## src/hw/rtl/hkra_pkg.sv

```systemverilog
// ----------------------------------------------------------------------------
// HID keyboard report line assembler: shared package
// Types and fixed constants used by the lanes, the merge stage and the top.
// ----------------------------------------------------------------------------
`default_nettype none

package hkra_pkg;

	// Field widths fixed by the report and character formats.
	localparam int KEY_W    = 8;
	localparam int CHAR_W   = 7;
	localparam int LEN_W    = 6;
	localparam int COUNT_W  = 3;
	localparam int MOD_W    = 8;
	localparam int KEY_PORTS = 6;

	// Modifier bits that mean shift (left and right shift).
	localparam logic [MOD_W-1:0] SHIFT_MASK = 8'h22;

	// HID usage codes of interest.
	localparam logic [KEY_W-1:0] KEY_LETTER_FIRST = 8'h04;
	localparam logic [KEY_W-1:0] KEY_LETTER_LAST  = 8'h1D;
	localparam logic [KEY_W-1:0] KEY_DIGIT_FIRST  = 8'h1E;
	localparam logic [KEY_W-1:0] KEY_DIGIT_LAST   = 8'h27;
	localparam logic [KEY_W-1:0] KEY_ENTER        = 8'h28;
	localparam logic [KEY_W-1:0] KEY_SPACE        = 8'h2C;
	localparam logic [KEY_W-1:0] KEY_MINUS        = 8'h2D;
	localparam logic [KEY_W-1:0] KEY_EQUAL        = 8'h2E;
	localparam logic [KEY_W-1:0] KEY_COMMA        = 8'h36;
	localparam logic [KEY_W-1:0] KEY_PERIOD       = 8'h37;
	localparam logic [KEY_W-1:0] KEY_SLASH        = 8'h38;

	localparam logic [CHAR_W-1:0] ASCII_SPACE = 7'h20;

	// Reset value of the minimum code length register.
	localparam logic [LEN_W-1:0] MIN_LEN_RESET = 6'd4;

	// What one key slot contributes.
	typedef enum logic [1:0] {
		KIND_NONE,
		KIND_CHAR,
		KIND_ENTER
	} key_kind_t;

	typedef struct packed {
		key_kind_t         kind;
		logic [CHAR_W-1:0] ch;
	} lane_res_t;

	// One emitted character with its run information.
	typedef struct packed {
		logic [CHAR_W-1:0] code_char;
		logic              last_char;
		logic [LEN_W-1:0]  code_length;
		logic              overflowed;
	} char_res_t;

endpackage

`default_nettype wire

```

## src/hw/rtl/hkra_if.sv

```systemverilog
// ----------------------------------------------------------------------------
// HID keyboard report line assembler: channel interfaces
// Report channel into the block and character channel out of it.
// ----------------------------------------------------------------------------
`default_nettype none

interface hkra_in_if;
	logic       valid;
	logic       ready;
	logic [7:0] modifier;
	logic [2:0] key_count;
	logic [7:0] key_0;
	logic [7:0] key_1;
	logic [7:0] key_2;
	logic [7:0] key_3;
	logic [7:0] key_4;
	logic [7:0] key_5;

	modport source (
		output valid, modifier, key_count, key_0, key_1, key_2, key_3, key_4, key_5,
		input  ready
	);
	modport sink (
		input  valid, modifier, key_count, key_0, key_1, key_2, key_3, key_4, key_5,
		output ready
	);
endinterface

interface hkra_out_if;
	logic       valid;
	logic       ready;
	logic [6:0] code_char;
	logic       last_char;
	logic [5:0] code_length;
	logic       overflowed;

	modport source (
		output valid, code_char, last_char, code_length, overflowed,
		input  ready
	);
	modport sink (
		input  valid, code_char, last_char, code_length, overflowed,
		output ready
	);
endinterface

`default_nettype wire

```

## src/hw/rtl/hkra_lane.sv

```systemverilog
// ----------------------------------------------------------------------------
// HID keyboard report line assembler: key lane
// Maps one HID usage code to an ASCII character, an Enter mark or nothing.
// ----------------------------------------------------------------------------
`default_nettype none

module hkra_lane (
	input  wire logic [7:0]         key,
	input  wire logic               shift,
	input  wire logic               enable,
	output hkra_pkg::lane_res_t     res
);
	import hkra_pkg::*;

	localparam logic [CHAR_W-1:0] DIGIT_PLAIN [10] = '{
		7'h31, 7'h32, 7'h33, 7'h34, 7'h35, 7'h36, 7'h37, 7'h38, 7'h39, 7'h30
	};
	localparam logic [CHAR_W-1:0] DIGIT_SHIFT [10] = '{
		7'h21, 7'h40, 7'h23, 7'h24, 7'h25, 7'h5E, 7'h26, 7'h2A, 7'h28, 7'h29
	};

	logic [KEY_W-1:0]  letter_lc;
	logic [3:0]        digit_idx;

	// Lower case letter is 'a' plus the offset from the first letter code.
	assign letter_lc = KEY_W'(key - KEY_LETTER_FIRST + 8'h61);
	assign digit_idx = 4'(key - KEY_DIGIT_FIRST);

	// Decode the usage code; zero codes and disabled slots give nothing.
	always_comb begin
		res.kind = KIND_NONE;
		res.ch   = '0;
		if (enable && key != '0) begin
			if (key >= KEY_LETTER_FIRST && key <= KEY_LETTER_LAST) begin
				res.kind = KIND_CHAR;
				res.ch   = shift ? CHAR_W'(letter_lc - 8'd32) : CHAR_W'(letter_lc);
			end else if (key >= KEY_DIGIT_FIRST && key <= KEY_DIGIT_LAST) begin
				res.kind = KIND_CHAR;
				res.ch   = shift ? DIGIT_SHIFT[digit_idx] : DIGIT_PLAIN[digit_idx];
			end else begin
				unique case (key)
					KEY_ENTER: begin
						res.kind = KIND_ENTER;
					end
					KEY_SPACE: begin
						res.kind = KIND_CHAR;
						res.ch   = ASCII_SPACE;
					end
					KEY_MINUS: begin
						res.kind = KIND_CHAR;
						res.ch   = shift ? 7'h5F : 7'h2D;
					end
					KEY_EQUAL: begin
						res.kind = KIND_CHAR;
						res.ch   = shift ? 7'h2B : 7'h3D;
					end
					KEY_COMMA: begin
						res.kind = KIND_CHAR;
						res.ch   = shift ? 7'h3C : 7'h2C;
					end
					KEY_PERIOD: begin
						res.kind = KIND_CHAR;
						res.ch   = shift ? 7'h3E : 7'h2E;
					end
					KEY_SLASH: begin
						res.kind = KIND_CHAR;
						res.ch   = shift ? 7'h3F : 7'h2F;
					end
					default: begin
						res.kind = KIND_NONE;
					end
				endcase
			end
		end
	end

endmodule

`default_nettype wire

```

## src/hw/rtl/hkra_merge.sv

```systemverilog
// ----------------------------------------------------------------------------
// HID keyboard report line assembler: merge stage
// Walks the lane results in slot order, builds the code in a character
// store and plays a completed code out through the output register.
// ----------------------------------------------------------------------------
`default_nettype none

module hkra_merge #(
	parameter int MAX_CODE_CHARS = 32,
	parameter int KEY_SLOTS      = 6
) (
	input  wire logic                  clk,
	input  wire logic                  arst_n,
	input  wire logic                  start,
	input  wire hkra_pkg::lane_res_t   lanes [KEY_SLOTS],
	input  wire logic [5:0]            min_len,
	output logic                       idle,
	output logic                       out_valid,
	input  wire logic                  out_ready,
	output hkra_pkg::char_res_t        out_res
);
	import hkra_pkg::*;

	localparam int ADDR_W = $clog2(MAX_CODE_CHARS);
	localparam int CNT_W  = $clog2(MAX_CODE_CHARS + 1);
	localparam int SLOT_W = (KEY_SLOTS > 1) ? $clog2(KEY_SLOTS) : 1;
	localparam int CMP_W  = (CNT_W > LEN_W) ? CNT_W : LEN_W;

	localparam logic [1:0] ST_IDLE    = 2'd0;
	localparam logic [1:0] ST_SCAN    = 2'd1;
	localparam logic [1:0] ST_EMIT_RD = 2'd2;
	localparam logic [1:0] ST_EMIT_WR = 2'd3;

	logic [1:0]        state_q;
	logic [SLOT_W-1:0] slot_q;
	logic [CNT_W-1:0]  fill_q;
	logic [CNT_W-1:0]  trim_q;
	logic              ovf_q;
	logic [CNT_W-1:0]  len_q;
	logic [CNT_W-1:0]  k_q;
	logic              emit_ovf_q;
	logic              resume_last_q;
	logic              out_valid_q;
	char_res_t         out_res_q;

	logic [CHAR_W-1:0] store_mem [MAX_CODE_CHARS];
	logic [CHAR_W-1:0] rd_data_s1;

	lane_res_t         cur;
	logic              last_slot;
	logic              is_space;
	logic              keep_char;
	logic              full;
	logic              wr_en;
	logic              emit_go;
	logic [CNT_W-1:0]  k_next;
	logic              k_done;

	assign cur       = lanes[slot_q];
	assign last_slot = (slot_q == SLOT_W'(KEY_SLOTS - 1));
	assign is_space  = (cur.ch == ASCII_SPACE);
	assign full      = (fill_q >= CNT_W'(MAX_CODE_CHARS));
	// A leading space is dropped before any room check.
	assign keep_char = (cur.kind == KIND_CHAR) && !(is_space && fill_q == '0);
	assign wr_en     = (state_q == ST_SCAN) && keep_char && !full;
	assign emit_go   = (cur.kind == KIND_ENTER) && (trim_q != '0)
		&& (CMP_W'(trim_q) >= CMP_W'(min_len));
	assign k_next    = k_q + CNT_W'(1);
	assign k_done    = (k_next == len_q);

	// Character store: one write port while scanning, one registered read port.
	always_ff @(posedge clk) begin
		if (wr_en) begin
			store_mem[fill_q[ADDR_W-1:0]] <= cur.ch;
		end
		rd_data_s1 <= store_mem[k_q[ADDR_W-1:0]];
	end

	// Slot sequencer and code buffer bookkeeping.
	always_ff @(posedge clk or negedge arst_n) begin
		if (!arst_n) begin
			state_q       <= ST_IDLE;
			slot_q        <= '0;
			fill_q        <= '0;
			trim_q        <= '0;
			ovf_q         <= 1'b0;
			len_q         <= '0;
			k_q           <= '0;
			emit_ovf_q    <= 1'b0;
			resume_last_q <= 1'b0;
		end else begin
			unique case (state_q)
				ST_IDLE: begin
					if (start) begin
						slot_q  <= '0;
						state_q <= ST_SCAN;
					end
				end
				ST_SCAN: begin
					case (cur.kind)
						KIND_CHAR: begin
							if (keep_char) begin
								if (full) begin
									ovf_q <= 1'b1;
								end else begin
									fill_q <= fill_q + CNT_W'(1);
									if (!is_space) begin
										trim_q <= fill_q + CNT_W'(1);
									end
								end
							end
						end
						KIND_ENTER: begin
							len_q         <= trim_q;
							emit_ovf_q    <= ovf_q;
							k_q           <= '0;
							resume_last_q <= last_slot;
							fill_q        <= '0;
							trim_q        <= '0;
							ovf_q         <= 1'b0;
						end
						default: begin
						end
					endcase
					if (emit_go) begin
						state_q <= ST_EMIT_RD;
					end else if (last_slot) begin
						state_q <= ST_IDLE;
					end else begin
						slot_q <= slot_q + SLOT_W'(1);
					end
				end
				ST_EMIT_RD: begin
					// Read only once the output register is free by the next edge.
					if (!out_valid_q || out_ready) begin
						state_q <= ST_EMIT_WR;
					end
				end
				ST_EMIT_WR: begin
					k_q <= k_next;
					if (!k_done) begin
						state_q <= ST_EMIT_RD;
					end else if (resume_last_q) begin
						state_q <= ST_IDLE;
					end else begin
						slot_q  <= slot_q + SLOT_W'(1);
						state_q <= ST_SCAN;
					end
				end
				default: begin
					state_q <= ST_IDLE;
				end
			endcase
		end
	end

	// Output register valid flag.
	always_ff @(posedge clk or negedge arst_n) begin
		if (!arst_n) begin
			out_valid_q <= 1'b0;
		end else if (state_q == ST_EMIT_WR) begin
			out_valid_q <= 1'b1;
		end else if (out_ready) begin
			out_valid_q <= 1'b0;
		end
	end

	// Output register payload.
	always_ff @(posedge clk) begin
		if (state_q == ST_EMIT_WR) begin
			out_res_q.code_char   <= rd_data_s1;
			out_res_q.last_char   <= k_done;
			out_res_q.code_length <= LEN_W'(len_q);
			out_res_q.overflowed  <= emit_ovf_q;
		end
	end

	assign idle      = (state_q == ST_IDLE);
	assign out_valid = out_valid_q;
	assign out_res   = out_res_q;

`ifndef ASSERT_OFF
	a_fill_bound: assert property (@(posedge clk) disable iff (!arst_n)
		fill_q <= CNT_W'(MAX_CODE_CHARS))
		else $error("character count exceeds the store depth");
	a_trim_le_fill: assert property (@(posedge clk) disable iff (!arst_n)
		trim_q <= fill_q)
		else $error("trimmed end lies beyond the filled characters");
	a_load_free: assert property (@(posedge clk) disable iff (!arst_n)
		state_q == ST_EMIT_WR |-> !out_valid_q)
		else $error("output register loaded while still holding a character");
	a_emit_index: assert property (@(posedge clk) disable iff (!arst_n)
		(state_q == ST_EMIT_RD || state_q == ST_EMIT_WR) |-> (k_q < len_q))
		else $error("emit index ran past the code length");
	a_run_end: assert property (@(posedge clk) disable iff (!arst_n)
		(state_q == ST_EMIT_WR && k_done) |=> out_res_q.last_char)
		else $error("final character of a run not marked");
`endif

endmodule

`default_nettype wire

```

## src/hw/rtl/hid_keyboard_report_line_assembler.sv

```systemverilog
// ----------------------------------------------------------------------------
// HID keyboard report line assembler: top level
// Turns boot-keyboard reports into runs of ASCII characters, one run per
// completed, non-empty code line of at least the minimum code length.
// ----------------------------------------------------------------------------
// Usage
//   report: one boot-keyboard request per report (modifier, key_count and
//     six usage codes). The block takes it when idle; it may take a new
//     report while the last character of a run still waits at the output.
//   chars: one request per emitted character, with last_char marking the
//     end of a code and code_length and overflowed repeated on each.
//   cfg_wr_en / cfg_wr_data: write the minimum code length; write only
//     while no report is in progress.
// Sequence
//   A report is captured into the lane result register, then the merge stage
//   walks the slots (one slot per cycle while it is not emitting), and each
//   emitted character takes a registered read of the character store and
//   then a load of the output register. A new report is taken only once the
//   merge stage is idle again after the last report.
// Reset clears the code buffer, the output valid flag and the sequencer and
//   sets the minimum length to 4; the store contents are not cleared.
// When the receiver stalls, the merge stage waits before its next store
//   read and the output register holds its character.
// ----------------------------------------------------------------------------
`default_nettype none

module hid_keyboard_report_line_assembler #(
	parameter int MAX_CODE_CHARS = 32,
	parameter int KEY_SLOTS      = 6
) (
	input  wire logic        clk,
	input  wire logic        arst_n,
	hkra_in_if.sink          report,
	hkra_out_if.source       chars,
	input  wire logic        cfg_wr_en,
	input  wire logic [5:0]  cfg_wr_data
);
	import hkra_pkg::*;

	logic [KEY_W-1:0]   keys [KEY_PORTS];
	logic               shift;
	logic [COUNT_W-1:0] count;
	lane_res_t          lane_res [KEY_SLOTS];
	lane_res_t          lane_s1 [KEY_SLOTS];
	logic               start_s1;
	logic [LEN_W-1:0]   min_len_q;
	logic               merge_idle;
	logic               accept;
	char_res_t          out_res;

	assign keys[0] = report.key_0;
	assign keys[1] = report.key_1;
	assign keys[2] = report.key_2;
	assign keys[3] = report.key_3;
	assign keys[4] = report.key_4;
	assign keys[5] = report.key_5;

	// Either shift bit selects the shifted character set.
	assign shift = |(report.modifier & SHIFT_MASK);
	// A slot count above the lane count is clipped.
	assign count = (report.key_count > COUNT_W'(KEY_SLOTS)) ? COUNT_W'(KEY_SLOTS)
		: report.key_count;

	// One decoding lane per key slot.
	for (genvar s = 0; s < KEY_SLOTS; s++) begin : g_lane
		hkra_lane u_lane (
			.key    (keys[s]),
			.shift  (shift),
			.enable (COUNT_W'(s) < count),
			.res    (lane_res[s])
		);
	end

	// Report handshake: take a report only when the merge stage is free.
	assign report.ready = merge_idle && !start_s1;
	assign accept       = report.valid && report.ready;

	always_ff @(posedge clk or negedge arst_n) begin
		if (!arst_n) begin
			start_s1 <= 1'b0;
		end else begin
			start_s1 <= accept;
		end
	end

	always_ff @(posedge clk) begin
		if (accept) begin
			lane_s1 <= lane_res;
		end
	end

	// Minimum code length register.
	always_ff @(posedge clk or negedge arst_n) begin
		if (!arst_n) begin
			min_len_q <= MIN_LEN_RESET;
		end else if (cfg_wr_en) begin
			min_len_q <= cfg_wr_data;
		end
	end

	hkra_merge #(
		.MAX_CODE_CHARS (MAX_CODE_CHARS),
		.KEY_SLOTS      (KEY_SLOTS)
	) u_merge (
		.clk       (clk),
		.arst_n    (arst_n),
		.start     (start_s1),
		.lanes     (lane_s1),
		.min_len   (min_len_q),
		.idle      (merge_idle),
		.out_valid (chars.valid),
		.out_ready (chars.ready),
		.out_res   (out_res)
	);

	assign chars.code_char   = out_res.code_char;
	assign chars.last_char   = out_res.last_char;
	assign chars.code_length = out_res.code_length;
	assign chars.overflowed  = out_res.overflowed;

endmodule

`default_nettype wire
```

## src/flat_wrapper.sv

```systemverilog
// flat-port wrapper written by rule: the top's interface ports become plain ports
module hid_keyboard_report_line_assembler_flat import hkra_pkg::*;
#(
	parameter int MAX_CODE_CHARS = 32,
	parameter int KEY_SLOTS      = 6
)
  (clk, arst_n, cfg_wr_en, cfg_wr_data, report_valid, report_modifier, report_key_count, report_key_0, report_key_1, report_key_2, report_key_3, report_key_4, report_key_5, report_ready, chars_valid, chars_code_char, chars_last_char, chars_code_length, chars_overflowed, chars_ready);
  hkra_in_if report_i ();
  hkra_out_if chars_i ();
  input  wire logic clk;
  input  wire logic arst_n;
  input  wire logic cfg_wr_en;
  input  wire logic [5:0] cfg_wr_data;
  input wire logic [$bits(report_i.valid)-1:0] report_valid;
  input wire logic [$bits(report_i.modifier)-1:0] report_modifier;
  input wire logic [$bits(report_i.key_count)-1:0] report_key_count;
  input wire logic [$bits(report_i.key_0)-1:0] report_key_0;
  input wire logic [$bits(report_i.key_1)-1:0] report_key_1;
  input wire logic [$bits(report_i.key_2)-1:0] report_key_2;
  input wire logic [$bits(report_i.key_3)-1:0] report_key_3;
  input wire logic [$bits(report_i.key_4)-1:0] report_key_4;
  input wire logic [$bits(report_i.key_5)-1:0] report_key_5;
  output wire logic [$bits(report_i.ready)-1:0] report_ready;
  output wire logic [$bits(chars_i.valid)-1:0] chars_valid;
  output wire logic [$bits(chars_i.code_char)-1:0] chars_code_char;
  output wire logic [$bits(chars_i.last_char)-1:0] chars_last_char;
  output wire logic [$bits(chars_i.code_length)-1:0] chars_code_length;
  output wire logic [$bits(chars_i.overflowed)-1:0] chars_overflowed;
  input wire logic [$bits(chars_i.ready)-1:0] chars_ready;
  assign report_i.valid = report_valid;
  assign report_i.modifier = report_modifier;
  assign report_i.key_count = report_key_count;
  assign report_i.key_0 = report_key_0;
  assign report_i.key_1 = report_key_1;
  assign report_i.key_2 = report_key_2;
  assign report_i.key_3 = report_key_3;
  assign report_i.key_4 = report_key_4;
  assign report_i.key_5 = report_key_5;
  assign report_ready = report_i.ready;
  assign chars_valid = chars_i.valid;
  assign chars_code_char = chars_i.code_char;
  assign chars_last_char = chars_i.last_char;
  assign chars_code_length = chars_i.code_length;
  assign chars_overflowed = chars_i.overflowed;
  assign chars_i.ready = chars_ready;
  hid_keyboard_report_line_assembler #(.MAX_CODE_CHARS(MAX_CODE_CHARS), .KEY_SLOTS(KEY_SLOTS)) u_core (.clk(clk), .arst_n(arst_n), .report(report_i), .chars(chars_i), .cfg_wr_en(cfg_wr_en), .cfg_wr_data(cfg_wr_data));
endmodule
```

## config.mk

```make
export PLATFORM = sky130hd
export DESIGN_NAME = hid_keyboard_report_line_assembler_flat
export DESIGN_NICKNAME = d
export VERILOG_FILES = /design/src/hw/rtl/hkra_pkg.sv /design/src/hw/rtl/hkra_if.sv /design/src/hw/rtl/hkra_lane.sv /design/src/hw/rtl/hkra_merge.sv /design/src/hw/rtl/hid_keyboard_report_line_assembler.sv /design/src/flat_wrapper.sv
export SDC_FILE = /design/constraint.sdc
export NUM_CORES = 1
export LEC_CHECK = 0
export ABC_AREA = 1
export BUFFER_PORTS_ARGS = -buffer_cell sky130_fd_sc_hd__buf_2
export CORE_ASPECT_RATIO = 1.5
export CORE_MARGIN = 2
export CORE_UTILIZATION = 45
export CTS_CLUSTER_DIAMETER = 120
export DETAILED_ROUTE_END_ITERATION = 6
export PLACE_DENSITY_LB_ADDON = 0.05
export REMOVE_ABC_BUFFERS = 1
export SLEW_MARGIN = 20
export SYNTH_ARGS = -nofsm -noshare
export SYNTH_HDL_FRONTEND = slang
export SYNTH_SLANG_ARGS = --single-unit
export TNS_END_PERCENT = 20
```

## constraint.sdc

```tcl
create_clock -name clk -period 7.5 [get_ports clk]
set_input_delay 2.25 -clock clk [delete_from_list [all_inputs] [get_ports clk]]
set_output_delay 2.25 -clock clk [all_outputs]
set_load 0.02 [all_outputs]
```

==> reports/metrics.yaml <==
min_delay_path_depth: 0
synthXorXnorAreaFrac_pct: 1.32
synth_top_family_by_area: "simple AND/OR/NAND/NOR gates"
yosys.area.top_type: "edfxtp_1"
insertion_delay_ns: 0.57
grt_pass1_vias: 13729
first_pass_iters: 6
cts_num_sinks: 340
ys_ff_latch: 340
grt_overflow_total: 0
tightest_slew_ns: 1.10
placed_cells: 2473
clkPwrFrac_pct: 25.5
intPower_mw: 4.00
final_cells: 2529
fin_crit_sh_pct: 51.3
clock_tree.root_cell: "clkbuf_16"
min_period_ns: 3.84
hold_buffers: 0
start_util_pct: 45.7
use_met3_pct: 1.81
antenna_found_initial: 0
coreArea_sq_um: 39300
boundaryPins: 87
fin_nets: 2137
avgSynthCellArea_sq_um: 9.23
netSwitchingPower_mw: 2.27
crit_fanout: 6
cp-end-kind: "output port"
netlist_top_cells_count: "edfxtp_1, nand2_1, nor2_1"
relSlewSlack_pct: 26.2
grt_pass1_wl_microns: 73600
synthFlopType: "edfxtp_1"
worstPathRequired_ns: 5.25
worstSetupPathType: "reg -> out"
synth_sequential_area_ratio_pct: 55.4
yosys.cell_count.top_type: "edfxtp_1"
crit_chain: "nor3_1, buf_2"
rr_startpoint: "u_core.u_merge.slot_q[0]"
grt_max_degree: 93
routed_wirelength_microns: 47000
yosys.area_share.simple_pct: 18.5
vias_per_cell: 5.47
rrSetupSlack_ns: 3.85
power_frac_comb_pct: 30.9
status: "completed"
rr_worst_depth: 14
cts_setup_buffers: 0
dp_hpwl_microns: 33200
synthAdderAreaFrac_pct: 4.25
crit_slowest_cell: "dfrtp_1"
final_max_slew_viol_count: 0
area_growth_pct: 10.8
min_to: "u_core.u_merge.out_res[12]"
cp_slowest_stage_delay_ns: 0.45
peakVddDrop_mv: 0.295
die_w_microns: 167
synth_cell_type_count: 53
cts_resized: 0
synth_area_sq_um: 18000
skew_ns: 0.0122
start_kind: "register"
max-cap-violations: 0
worstPathArrival_ns: 1.59
grt.total_usage_pct: 22.4
setup_violations: 0
n_antenna_cell: 0
hp-class: "reg -> reg"
fin_setup_tns_ns: 0
cts_tree: "yes"
synth_edf_count: 293
yosys_warnings: 0
grt_use_met2_pct: 45.6
hp-start: "u_core.u_merge.rd_data_s1[4]"
path_clk_slew_ns: 0.07
finalHoldViolCount: 0
drc: 0
synth_top_area_share_pct: 49.0
synth.area.top_cells: "edfxtp_1, nand2_1, o21ai_0, nor2_1, dfrtp_1"
met1_usage_pct: 23.1
pwr_density_cell_nw_per_um2: 315
dieArea_sq_um: 41500
synth_compound_area_share_pct: 13.1
layout-drive-gt1-share_pct: 9.66
max_freq_mhz: 260
synth_mux_area_share_pct: 0.885
sequentialPowerShare_pct: 43.6
cts_buffers: 31
leakagePower_nw: 8.14
cts_htree_levels: 1
regToRegEndpoint: "u_core.u_merge.store_mem[4][6]"
switching_share_pct: 36.2
antenna_left: 0
vias: 13822
wire_per_inst_microns: 18.6
ys_async_sr_fraction_pct: 11.8
die_h_microns: 249
grt-busiest-layer: "met2"
cp_num_buf_inv: 1
syn_inst: 1945
cp-startpoint: "u_core.u_merge.state_q[0]"
drt_iter0_drc: 990
port_buffers: 80
std_cell_rows: 89
gp_congestion: 0.904
path_delay_family: "flip-flops"
clockBufferDepth: 3
rsz0062_at_grt: "false"
per-layer routing:
layer / up-vias / part of all wire [%]
li1: 6852 / -
met3: 89 / 2.8
met1: 6596 / 36
met2: 285 / 57
met4: 0 / 3.7
met5: - / 0
layout make-up:
class                           instances  area (sq um)
Clock buffer                           41           898
Clock inverter                         15           140
Fill cell                            3717         19400
Inverter                              232           871
Multi-Input combinational cell       1304          6890
Sequential cell                       340          9940
Tap cell                              500           626
Timing Repair Buffer                   97           528
per-stage QoR:
stage	utilization, %	worst slack [ns]	total power [mW]	hold slack (ns)	instance area (sq um)
finish	50.6	3.66	6.27	0.404	19900
global route	50.6	3.55	6.61	0.415	19900
CTS	50.6	3.59	6.33	0.406	19900
detailed placement	47.9	3.06	4.73	0.391	18800
global placement	47.9	3.07	4.69	0.389	18800
floorplan	-	2.30	3.93	0.386	17600
worst register-to-register path, stage by stage, from the launching register on:
cell,delay [ns]
dfrtp_1,0.32
buf_4,0.30
inv_2,0.25
nand2_1,0.17
nand3_1,0.08
nand2_1,0.09
nand2_1,0.06
nand2_1,0.06
buf_4,0.37
nor2_1,0.10
nand2_1,0.11
nor2_2,0.06
nand2_2,0.11
nand3_4,0.27
nor3_1,0.93
power by group through the flow:
stage                     Sequential (mW)  Combinational [mW]  Clock (mW)
after detailed placement             2.78                1.95           0
final                                2.73                1.94        1.60
after global placement               2.77                1.91           0
after floorplan                      2.78                1.14           0
after global routing                 2.75                2.16        1.70
after CTS                            2.74                1.96        1.63
sequential cells by signal, indices dropped and copies added (netlist names):
name / cells
u_core.u_merge.rd_data_s1: 7
u_core.u_merge.resume_last_q: 1
u_core.u_merge.state_q: 2
u_core.u_merge.slot_q: 3
u_core.u_merge.emit_ovf_q: 1
u_core.u_merge.store_mem: 224
u_core.u_merge.out_valid: 1
u_core.u_merge.trim_q: 6
u_core.u_merge.ovf_q: 1
u_core.u_merge.len_q: 6
u_core.lane_s1: 54
u_core.start_s1: 1
u_core.u_merge.fill_q: 6
u_core.u_merge.out_res: 15
u_core.u_merge.k_q: 6
u_core.min_len_q: 6
cell usage in the layout (no fill, tap or decap), types with 8 or more instances in the layout:
cell	instances
edfxtp_1	293
nand2_1	290
nor2_1	273
inv_1	221
o21ai_0	217
nand3_1	109
buf_2	80
o22ai_1	69
ha_1	61
a21oi_1	60
nor3_1	46
dfrtp_1	38
clkbuf_16	35
xor2_1	24
o211ai_1	23
nand4_1	21
buf_4	17
nor3_2	14
o21ai_1	13
a31oi_1	13
mux2i_1	8
kinds of logic after synthesis:
| group | after synthesis |
|---|---|
| DFF | 340 |
| adders and majority gates | 61 |
| buffers and inverters | 301 |
| xor gates and xnor gates | 27 |
| AOI/OAI and AO/OA | 420 |
| and+or+nand+nor | 781 |
| muxes | 15 |
worst max-delay path by stage:
| stage | to | slack [ns] | cells after the start |
|---|---|---|---|
| final | report_ready | 3.66 | 2 |
| after CTS | report_ready | 3.59 | 2 |
| after floorplan | u_core.lane_s1[48] | 2.30 | 8 |
| after detailed placement | u_core.lane_s1[1] | 3.06 | 10 |
| after global placement | u_core.lane_s1[1] | 3.07 | 10 |
| after global routing | u_core.u_merge.store_mem[4][6] | 3.55 | 14 |
(Power assumes the default switching activity.)
